--- src/sv/spfsc_pkg.sv ---
// ----------------------------------------------------------------------------
// spfsc_pkg
// Shared types and constants for the sensor packet framer with sum check.
// ----------------------------------------------------------------------------
package spfsc_pkg;

	localparam int FRAME_LENGTH = 67;
	localparam int POS_W        = 7;
	localparam int SUM_W        = 16;
	localparam int CNT_W        = 16;
	localparam int BYTE_W       = 8;

	// output word layout
	localparam int TDATA_W = 56;
	localparam int TUSER_W = 2;

	localparam logic [POS_W-1:0]  LAST_POS    = POS_W'(FRAME_LENGTH - 1);
	localparam logic [POS_W-1:0]  CHK_HI_POS  = POS_W'(FRAME_LENGTH - 2);
	localparam logic [POS_W-1:0]  FIRST_BODY  = POS_W'(1);
	localparam logic [BYTE_W-1:0] HEADER_RST  = 8'd200;

	typedef enum logic {
		PH_WAIT = 1'b0,
		PH_READ = 1'b1
	} phase_t;

	typedef struct packed {
		logic              header_seen;
		logic              in_frame;
		logic [POS_W-1:0]  byte_position;
		logic [BYTE_W-1:0] data_out;
		logic              frame_last;
		logic              checksum_good;
		logic              message_ready;
		logic [CNT_W-1:0]  header_error_total;
		logic [CNT_W-1:0]  checksum_error_total;
	} result_t;

endpackage

--- src/sv/spfsc_core.sv ---
// ----------------------------------------------------------------------------
// spfsc_core
// Frame state, running sum and error counters; one byte per load.
// ----------------------------------------------------------------------------
module spfsc_core (
	input  logic                           clk,
	input  logic                           arst_n,
	input  logic                           load,        // byte in s1 moves to output reg
	input  logic [spfsc_pkg::BYTE_W-1:0]   rx_byte_s1,
	input  logic [spfsc_pkg::BYTE_W-1:0]   header_byte,
	output spfsc_pkg::result_t             res
);
	import spfsc_pkg::*;

	phase_t            phase_q, phase_d;
	logic [POS_W-1:0]  pos_q, pos_d;
	logic [SUM_W-1:0]  sum_q, sum_d;
	logic [BYTE_W-1:0] held_q, held_d;
	logic [CNT_W-1:0]  herr_q, herr_d;
	logic [CNT_W-1:0]  cerr_q, cerr_d;
	logic              avail_q, avail_d;
	logic              is_hdr;
	logic              at_last;
	logic              sum_match;

	assign is_hdr    = (rx_byte_s1 == header_byte);
	assign at_last   = (pos_q >= LAST_POS);
	assign sum_match = ({held_q, rx_byte_s1} == sum_q);

	// next state
	always_comb begin
		phase_d = phase_q;
		case (phase_q)
			PH_WAIT: begin
				if (is_hdr) begin
					phase_d = PH_READ;
				end
			end
			PH_READ: begin
				if (at_last) begin
					phase_d = PH_WAIT;
				end
			end
			default: phase_d = PH_WAIT;
		endcase
	end

	// datapath and result
	always_comb begin
		pos_d   = pos_q;
		sum_d   = sum_q;
		held_d  = held_q;
		herr_d  = herr_q;
		cerr_d  = cerr_q;
		avail_d = avail_q;

		res               = '0;
		res.data_out      = rx_byte_s1;

		case (phase_q)
			PH_WAIT: begin
				if (is_hdr) begin
					res.header_seen = 1'b1;
					res.in_frame    = 1'b1;
					pos_d           = FIRST_BODY;
					sum_d           = {{(SUM_W-BYTE_W){1'b0}}, rx_byte_s1};
				end else begin
					herr_d = herr_q + 1'b1;
				end
			end
			PH_READ: begin
				res.in_frame      = 1'b1;
				res.byte_position = pos_q;
				if (at_last) begin
					res.frame_last = 1'b1;
					pos_d          = '0;
					if (sum_match) begin
						res.checksum_good = 1'b1;
						avail_d           = 1'b1;
					end else begin
						avail_d = 1'b0;
						cerr_d  = cerr_q + 1'b1;
					end
				end else begin
					if (pos_q < CHK_HI_POS) begin
						sum_d = sum_q + {{(SUM_W-BYTE_W){1'b0}}, rx_byte_s1};
					end else begin
						held_d = rx_byte_s1;
					end
					pos_d = pos_q + 1'b1;
				end
			end
			default: ;
		endcase

		res.message_ready        = avail_d;
		res.header_error_total   = herr_d;
		res.checksum_error_total = cerr_d;
	end

	always_ff @(posedge clk or negedge arst_n) begin
		if (!arst_n) begin
			phase_q <= PH_WAIT;
			pos_q   <= '0;
			sum_q   <= '0;
			held_q  <= '0;
			herr_q  <= '0;
			cerr_q  <= '0;
			avail_q <= 1'b0;
		end else if (load) begin
			phase_q <= phase_d;
			pos_q   <= pos_d;
			sum_q   <= sum_d;
			held_q  <= held_d;
			herr_q  <= herr_d;
			cerr_q  <= cerr_d;
			avail_q <= avail_d;
		end
	end

endmodule

--- src/sv/spfsc_out_reg.sv ---
// ----------------------------------------------------------------------------
// spfsc_out_reg
// Result register with valid/ready toward the downstream receiver.
// ----------------------------------------------------------------------------
module spfsc_out_reg (
	input  logic                clk,
	input  logic                arst_n,
	input  logic                in_valid,   // s1 holds a byte
	input  spfsc_pkg::result_t  res,
	output logic                load,       // s1 result is captured this cycle
	output logic                out_valid,
	input  logic                out_ready,
	output spfsc_pkg::result_t  res_q
);
	import spfsc_pkg::*;

	logic valid_q;

	assign load      = in_valid && (!valid_q || out_ready);
	assign out_valid = valid_q;

	always_ff @(posedge clk or negedge arst_n) begin
		if (!arst_n) begin
			valid_q <= 1'b0;
		end else if (!valid_q || out_ready) begin
			valid_q <= in_valid;
		end
	end

	always_ff @(posedge clk) begin
		if (load) begin
			res_q <= res;
		end
	end

endmodule

--- src/sv/sensor_packet_framer_sum_check_top.sv ---
// ----------------------------------------------------------------------------
// sensor_packet_framer_sum_check_top
// Header/length framer with a 16-bit additive checksum over a byte stream.
// ----------------------------------------------------------------------------
// Usage:
//   s_axis carries one received byte per word. While waiting, a byte equal to
//   the header register opens a frame; any other byte bumps the header error
//   count. Frame bytes are numbered 0 (header) to FRAME_LENGTH-1. The last two
//   bytes are the big-endian sum of all earlier frame bytes.
//   m_axis returns one word per input word: the byte, its frame index and
//   flags, the message-ready flag and both wrapping error counts.
//   cfg writes the header byte; cfg_ready is always high. Write it only
//   while no word is in flight.
// Timing:
//   Each word passes the input register s1, then the result register. One word
//   per cycle while m_axis_tready is high; the running sum, index and counters
//   are single registers updated as each word leaves s1.
// Reset:
//   arst_n clears frame state, sum, counters and the ready flag; the header
//   register returns to 200. No output word is pending after reset.
// Stall:
//   When m_axis_tready is low the result word holds, s1 holds, and
//   s_axis_tready drops once s1 is full; nothing is lost or repeated.
// ----------------------------------------------------------------------------
module sensor_packet_framer_sum_check_top (
	input  logic                              clk,
	input  logic                              arst_n,
	// input byte stream
	input  logic                              s_axis_tvalid,
	output logic                              s_axis_tready,
	input  logic [7:0]                        s_axis_tdata,  // [7:0] rx_byte
	// result stream
	output logic                              m_axis_tvalid,
	input  logic                              m_axis_tready,
	// [6:0] byte_position, [14:7] data_out, [15] checksum_good,
	// [16] message_ready, [32:17] header_error_total,
	// [48:33] checksum_error_total, [55:49] zero
	output logic [spfsc_pkg::TDATA_W-1:0]     m_axis_tdata,
	output logic [spfsc_pkg::TUSER_W-1:0]     m_axis_tuser,  // [0] header_seen, [1] in_frame
	output logic                              m_axis_tlast,  // frame_last
	// header byte register write
	input  logic                              cfg_valid,
	output logic                              cfg_ready,
	input  logic [7:0]                        cfg_data
);
	import spfsc_pkg::*;

	logic [BYTE_W-1:0] header_q;
	logic              valid_s1;
	logic [BYTE_W-1:0] rx_byte_s1;
	logic              load;
	result_t           res;
	result_t           res_q;

	assign cfg_ready = 1'b1;

	always_ff @(posedge clk or negedge arst_n) begin
		if (!arst_n) begin
			header_q <= HEADER_RST;
		end else if (cfg_valid && cfg_ready) begin
			header_q <= cfg_data;
		end
	end

	// s1 frees up in the same cycle its word moves on
	assign s_axis_tready = !valid_s1 || load;

	always_ff @(posedge clk or negedge arst_n) begin
		if (!arst_n) begin
			valid_s1 <= 1'b0;
		end else if (s_axis_tready) begin
			valid_s1 <= s_axis_tvalid;
		end
	end

	always_ff @(posedge clk) begin
		if (s_axis_tvalid && s_axis_tready) begin
			rx_byte_s1 <= s_axis_tdata;
		end
	end

	spfsc_core u_core (
		.clk        (clk),
		.arst_n     (arst_n),
		.load       (load),
		.rx_byte_s1 (rx_byte_s1),
		.header_byte(header_q),
		.res        (res)
	);

	spfsc_out_reg u_out (
		.clk      (clk),
		.arst_n   (arst_n),
		.in_valid (valid_s1),
		.res      (res),
		.load     (load),
		.out_valid(m_axis_tvalid),
		.out_ready(m_axis_tready),
		.res_q    (res_q)
	);

	assign m_axis_tdata = {
		{(TDATA_W-49){1'b0}},
		res_q.checksum_error_total,
		res_q.header_error_total,
		res_q.message_ready,
		res_q.checksum_good,
		res_q.data_out,
		res_q.byte_position
	};
	assign m_axis_tuser = {res_q.in_frame, res_q.header_seen};
	assign m_axis_tlast = res_q.frame_last;

endmodule

--- config.mk ---
export PLATFORM = sky130hd
export DESIGN_NAME = sensor_packet_framer_sum_check_top
export DESIGN_NICKNAME = d
export VERILOG_FILES = /design/src/sv/spfsc_pkg.sv /design/src/sv/spfsc_core.sv /design/src/sv/spfsc_out_reg.sv /design/src/sv/sensor_packet_framer_sum_check_top.sv
export SDC_FILE = /design/constraint.sdc
export NUM_CORES = 1
export LEC_CHECK = 0
export CAP_MARGIN = 15
export CORE_UTILIZATION = 37
export CTS_CLUSTER_DIAMETER = 200
export CTS_CLUSTER_SIZE = 12
export DETAILED_ROUTE_END_ITERATION = 8
export DONT_BUFFER_PORTS = 1
export MAX_ROUTING_LAYER = met4
export PLACE_DENSITY = 0.47
export RECOVER_POWER = 25
export SYNTH_ARGS = -nofsm -noshare
export SYNTH_HDL_FRONTEND = slang
export SYNTH_HIERARCHICAL = 1
export SYNTH_SLANG_ARGS = --single-unit
--- constraint.sdc ---
create_clock -name clk -period 3.6 [get_ports clk]
set_clock_uncertainty 0.05 [all_clocks]
set_input_delay 0.18 -clock clk [delete_from_list [all_inputs] [get_ports clk]]
set_output_delay 0.18 -clock clk [all_outputs]
set_load 0.1 [all_outputs]
# Word-level counts from Yosys, hierarchy flattened

Index checks and enable logic that the tools add are counted.

Equality and inequality tests: 5
Add/sub/neg operators: 4
Bitwise logic cells: 3
Order comparisons: 2
Divide/modulo/power cells: 0
Multiplexer cells: 21
Multipliers: 0
Shifts and indexed selects: 0
Reductions and logical operators: 10

Operator list:

| cell                                                  | count |
|---|---|
| 2-to-1 mux 16 bit                                     | 8 |
| adder 16 x 1 -> 16 bit, second input constant         | 2 |
| one-hot mux 16 bit (2 select lines)                   | 1 |
| adder 16 x 8 -> 16 bit                                | 1 |
| == test 16 bit                                        | 1 |
| 2-to-1 mux 7 bit                                      | 2 |
| one-hot mux 7 bit (2 select lines)                    | 1 |
| == test 8 bit                                         | 1 |
| AND reduction 4 bit                                   | 2 |
| adder 7 x 1 -> 7 bit, second input constant           | 1 |
| >= comparator 7 bit, second input constant            | 1 |
| less-than comparator 7 bit, second input constant     | 1 |
| 2-to-1 mux 1 bit                                      | 5 |
| 2-to-1 mux 2 bit                                      | 2 |
| inequality test 2 bit, second input constant          | 2 |
| one-hot mux 1 bit (2 select lines)                    | 2 |
| AND reduction 2 bit                                   | 2 |
| NOT 1 bit                                             | 3 |
| logical AND 1 bit                                     | 2 |
| zero test 1 bit                                       | 2 |
| logical OR 1 bit                                      | 2 |
| inequality test 2 x 1 -> 1 bit, second input constant | 1 |

Flip-flop bits (word level): 135
Output and inout port bits: 62
Latch bits: 0
Word-level logic and storage cells: 65
ROM bits: 0
Bits of input ports: 21
Memories kept: 0
Memory bits (writable): 0

# Longest topological paths before layout

Depth in word-level cells: 5
Depth in mapped cells: 11
Mapped depth without buffers: 9

# Cells and area by module

The synthesis kept the hierarchy.

By module, submodules not included:

| module                             | instances | cells an instance | seq. area each (µm²) | area each (µm²) |
|---|---|---|---|---|
| spfsc_core                         | 1         | 449               | 1626.6               | 4246.6 |
| spfsc_out_reg                      | 1         | 56                | 1586.5               | 1605.3 |
| sensor_packet_framer_sum_check_top | 1         | 39                | 469.2                | 686.9 |

# Worst setup path before layout

Ideal clock, no wire load.

Kind: register to register
Start point: reg u_out.valid_q (netlist: u_out/out_valid)
End point: reg rx_byte_s1[0], enable pin
Data required time: 3.218 ns
Library setup time: 0.332 ns
Cell stages (with the launch flop): 5
Clock period less this slack: 4.044 ns
Arrival time: 3.662 ns
Setup slack: -0.444 ns
Buffers on the path: 0
Path through: dfrtp_1 nand2b_1 and2_1 nand2b_1 and2_1

Cells in the longest elaborated chain, start to end: 5

Ends and longest elaborated chain:

| what                     | line                                     | text |
|---|---|---|
| start: declaration       | spfsc_out_reg.sv:17                      | `logic valid_q;` |
| start signal: assignment | spfsc_out_reg.sv:26                      | `valid_q <= in_valid;` |
| zero test 1 bit          | spfsc_out_reg.sv:19                      | `assign load = in_valid && (!valid_q \|\| out_ready);` |
| logical OR 1 bit         | spfsc_out_reg.sv:19                      |  |
| logical AND 1 bit        | spfsc_out_reg.sv:19                      |  |
| named net load           | sensor_packet_framer_sum_check_top.sv:51 | `logic load;` |
| logical OR 1 bit         | sensor_packet_framer_sum_check_top.sv:66 | `assign s_axis_tready = !valid_s1 \|\| load;` |
| named net s_axis_tready  | sensor_packet_framer_sum_check_top.sv:30 | `output logic s_axis_tready,` |
| logical AND 1 bit        | sensor_packet_framer_sum_check_top.sv:77 | `if (s_axis_tvalid && s_axis_tready) begin` |
| end signal: assignment   | sensor_packet_framer_sum_check_top.sv:78 | `rx_byte_s1 <= s_axis_tdata;` |
| end: declaration         | sensor_packet_framer_sum_check_top.sv:50 | `logic [BYTE_W-1:0] rx_byte_s1;` |

The timed path passes the listed nets, and every way through them passes these cells.
A chain may end at the register's enable or synchronous reset.

# Worst setup path after layout

Start point: reg rx_byte_s1[3]
End point: reg u_core.cerr_q[1]

Cells in the longest elaborated chain, start to end: 4

Ends and longest elaborated chain:

| what                   | line              | text |
|---|---|---|
| == test 16 bit         | spfsc_core.sv:28  | `assign sum_match = ({held_q, rx_byte_s1} == sum_q);` |
| 2-to-1 mux 16 bit      | spfsc_core.sv:77  | `if (sum_match) begin` |
| 2-to-1 mux 16 bit      | spfsc_core.sv:74  | `if (at_last) begin` |
| 2-to-1 mux 16 bit      | spfsc_core.sv:60  | `case (phase_q)` |
| end signal: assignment | spfsc_core.sv:116 | `cerr_q <= cerr_d;` |
| end: declaration       | spfsc_core.sv:20  | `logic [CNT_W-1:0] cerr_q, cerr_d;` |

Every way passes these cells.

==> results.py <==
metrics = {
    "setup_path": {
        "worstPathCellList": "ha_1 > nor4_1 > nand4_1 > or4_4 > and2_4 > nand2_1 > mux2_2",
        "cpPeakStageDelay_ns": 0.54,
        "startpoint_type": "flip-flop",
        "critPathMaxFanout": 26,
        "reg2reg_from": "rx_byte_s1[3]",
        "timing_worst_setup_path_type": "reg2reg",
        "critPathCaptureType": "flip-flop",
        "slowest_stage": "or4_4",
        "crit_buf_inv": 0,
        "cp.required_ns": 3.84,
        "crit_family": "simple AND/OR/NAND/NOR gates",
        "arrival_ns": 3.08,
        "startpoint": "rx_byte_s1[3]",
    },
    "outcome": {
        "status": "complete, but fails checks",
        "violations": "capacitance limit, slew limit",
    },
    "detailed_routing": {
        "post_drt_wl_per_cell_microns": 16.7,
        "dr.first_iter.drc_count": 203,
        "ant_nets": 0,
        "post-route-drc-count": 0,
        "vias": 4079,
        "routed_wl_microns": 13500,
        "viasPerCell": 5.06,
        "first_pass_iters": 5,
    },
    "floorplan": {
        "die_w_microns": 135,
        "fp.dieH_microns": 135,
        "die-area_sq_um": 18200,
        "boundaryPins": 83,
        "num_rows": 48,
        "core_area_sq_um": 17300,
        "initial_core_util_pct": 37.8,
    },
    "worst_hold_path": {
        "hp-start": "s_axis_tvalid",
        "worstHoldPathType": "in2reg",
    },
    "placed_design": {
        "placed_area_sq_um": 6670,
        "place_hpwl_microns": 8830,
        "gp_congestion": 0.882,
        "io_buffers": 0,
    },
    "timing": {
        "rsz0062_at_grt": "no",
        "relSlewSlack_pct": -33.7,
        "final.period_utilization_pct": 78.7,
        "max_slew.worst_pin.slew_ns": 2.01,
        "slew_violations": 76,
        "tns_ns": 0,
        "finalSetupViolCount": 0,
        "period_needed_ns": 2.83,
        "whs_ns": 0.185,
        "fmax_mhz": 353,
        "hold_viol": 0,
    },
    "grt": {
        "grt_max_degree": 76,
        "grt_pass1_wl_microns": 21800,
        "grt_overflow_total": 0,
        "track_usage_pct": 16.3,
        "grt_pass1_vias": 4097,
        "antenna_found_initial": 0,
    },
    "cts": {
        "cts_htree_levels": 4,
        "clockBufferDepth": 2,
        "hold_buffers": 28,
        "clock_latency_ns": 0.41,
        "clkSlewWorstSetupHoldPaths_ns": 0.06,
        "cts_tree": "built",
        "cts-resized-gates": 0,
        "post_cts.repair.setup_buffers": 0,
        "cts_num_sinks": 135,
        "cts_root_buf": "clkbuf_16",
        "cts_buffers": 17,
    },
    "finish": {
        "regArea_sq_um": 3680,
        "layout_commonest_cell": "dfrtp_1",
        "syn2layout_area_growth_pct": 15.5,
        "diodes": 0,
        "multiInputGateArea_sq_um": 2600,
        "final_cell_mix": "72 x dfrtp_1, 69 x xnor2_1, 60 x edfxtp_1, 32 x nand3_1",
        "nFillCells": 1613,
        "post-route-cell-area_sq_um": 7550,
        "final_nets": 602,
        "layout-drive-gt1-share_pct": 12.7,
    },
    "pwr": {
        "p_leak_nw": 3.00,
        "powerDensity_nw_per_um2": 733,
        "peakVddDrop_v": 0.000333,
        "finalPower_mw": 5.53,
    },
    "logic_synthesis": {
        "synth_edf_count": 60,
        "postSynthCellCount": 544,
        "syn_area_sq_um": 6540,
        "synth-main-ff-cell": "dfrtp_1",
        "async_reset_ff_share_pct": 55.6,
        "yosysUniqueCellTypes": 55,
        "yosys_warnings": 6,
        "seq_area_frac_synth_pct": 56.3,
        "synth-seq-cells": 135,
        "synth.avg_cell_area_sq_um": 12.0,
    },
    "job": {
        "maxCapViolCount": 1,
    },
}
[report_power, final]
| part | internal, mW | switching, mW |
|---|---|---|
| logic | 0.450 | 0.668 |
| registers | 1.86 | 0.748 |
| clock network | 1.15 | 0.653 |
[logic make-up (layout without fill, tap and decap cells)]
logic type	count (synthesis)	in the layout	synth area share, %
fa+ha+maj	13	13	2.60
compound gates	61	61	6.31
flops	135	135	56.3
other cells	2	8	0.115
simple gates	179	179	14.8
buf+inv	47	78	4.31
mux	22	22	4.21
xor+xnor	85	85	11.4
[cell type report]
type / instances / area share, %
sequential: 135 / 48.8
multi-input combinational: 368 / 34.4
clock buffer: 18 / 5.68
timing repair buffer: 37 / 4.54
tap: 225 / 3.73
clock inverter: 14 / 2.42
inverter: 9 / 0.447
[final timing paths]
path | endpoint | slack, ns | depth (start not counted)
max | u_core/cerr_q[1] | 0.77 | 7
min | rx_byte_s1[5] | 0.19 | 1
max reg2reg | u_core/cerr_q[1] | 0.77 | 7
min reg2reg | u_core/avail_q | 0.44 | 2
max in group asynchronous | u_core/cerr_q[15] | 1.45 | 2
min in group asynchronous | header_q[4] | 0.87 | 2
[flip-flops by register name (all words and copies together), names as in the netlist, 7 cells and up]
| signal | flops |
|---|---|
| rx_byte_s1 | 8 |
| u_core/pos_q | 7 |
| u_core/held_q | 8 |
| u_core/cerr_q | 16 |
| u_core/sum_q | 16 |
| u_out/res_q | 52 |
| header_q | 8 |
| u_core/herr_q | 16 |
[cells in the mapped netlist (all sizes together) (4+ instances only)]
cell    number  share of area (%)
a211oi       5               0.57
a21o         4               0.46
a21oi       14                1.1
and2        16                1.6
and3         7               0.67
and4         7               0.94
buf         28                3.2
clkbuf      10               0.57
dfrtp       72                 28
edfxtp      60                 28
ha          12                2.3
inv          9               0.52
mux2        20                3.9
nand2       31                1.8
nand2b       6               0.57
nand3       34                2.8
nand4       22                2.1
nor2        31                1.8
nor3        11               0.84
nor4         5               0.57
o21ai       13               0.99
o31ai        7               0.80
xnor2       69                9.2
xor2        16                2.1
[through the flow]
stage | util (%) | instances | worst slack (ns)
finish | 43.7 | 806 | 0.766
CTS | 43.8 | 806 | 0.759
global placement | 38.5 | 746 | 0.837
detailed placement | 38.5 | 746 | 0.765
global route | 43.7 | 806 | 0.644
floorplan | - | 550 | 0.172
[per-layer routing]
metal	up-vias	GRT usage [%]	part of all wire (%)
met2	102	25.7	48
met1	1989	20.1	46
met5	-	-	0
met3	18	4.35	3.6
li1	1970	-	-
met4	0	6.05	1.7
No activity file was read; power rests on OpenSTA's default activity.
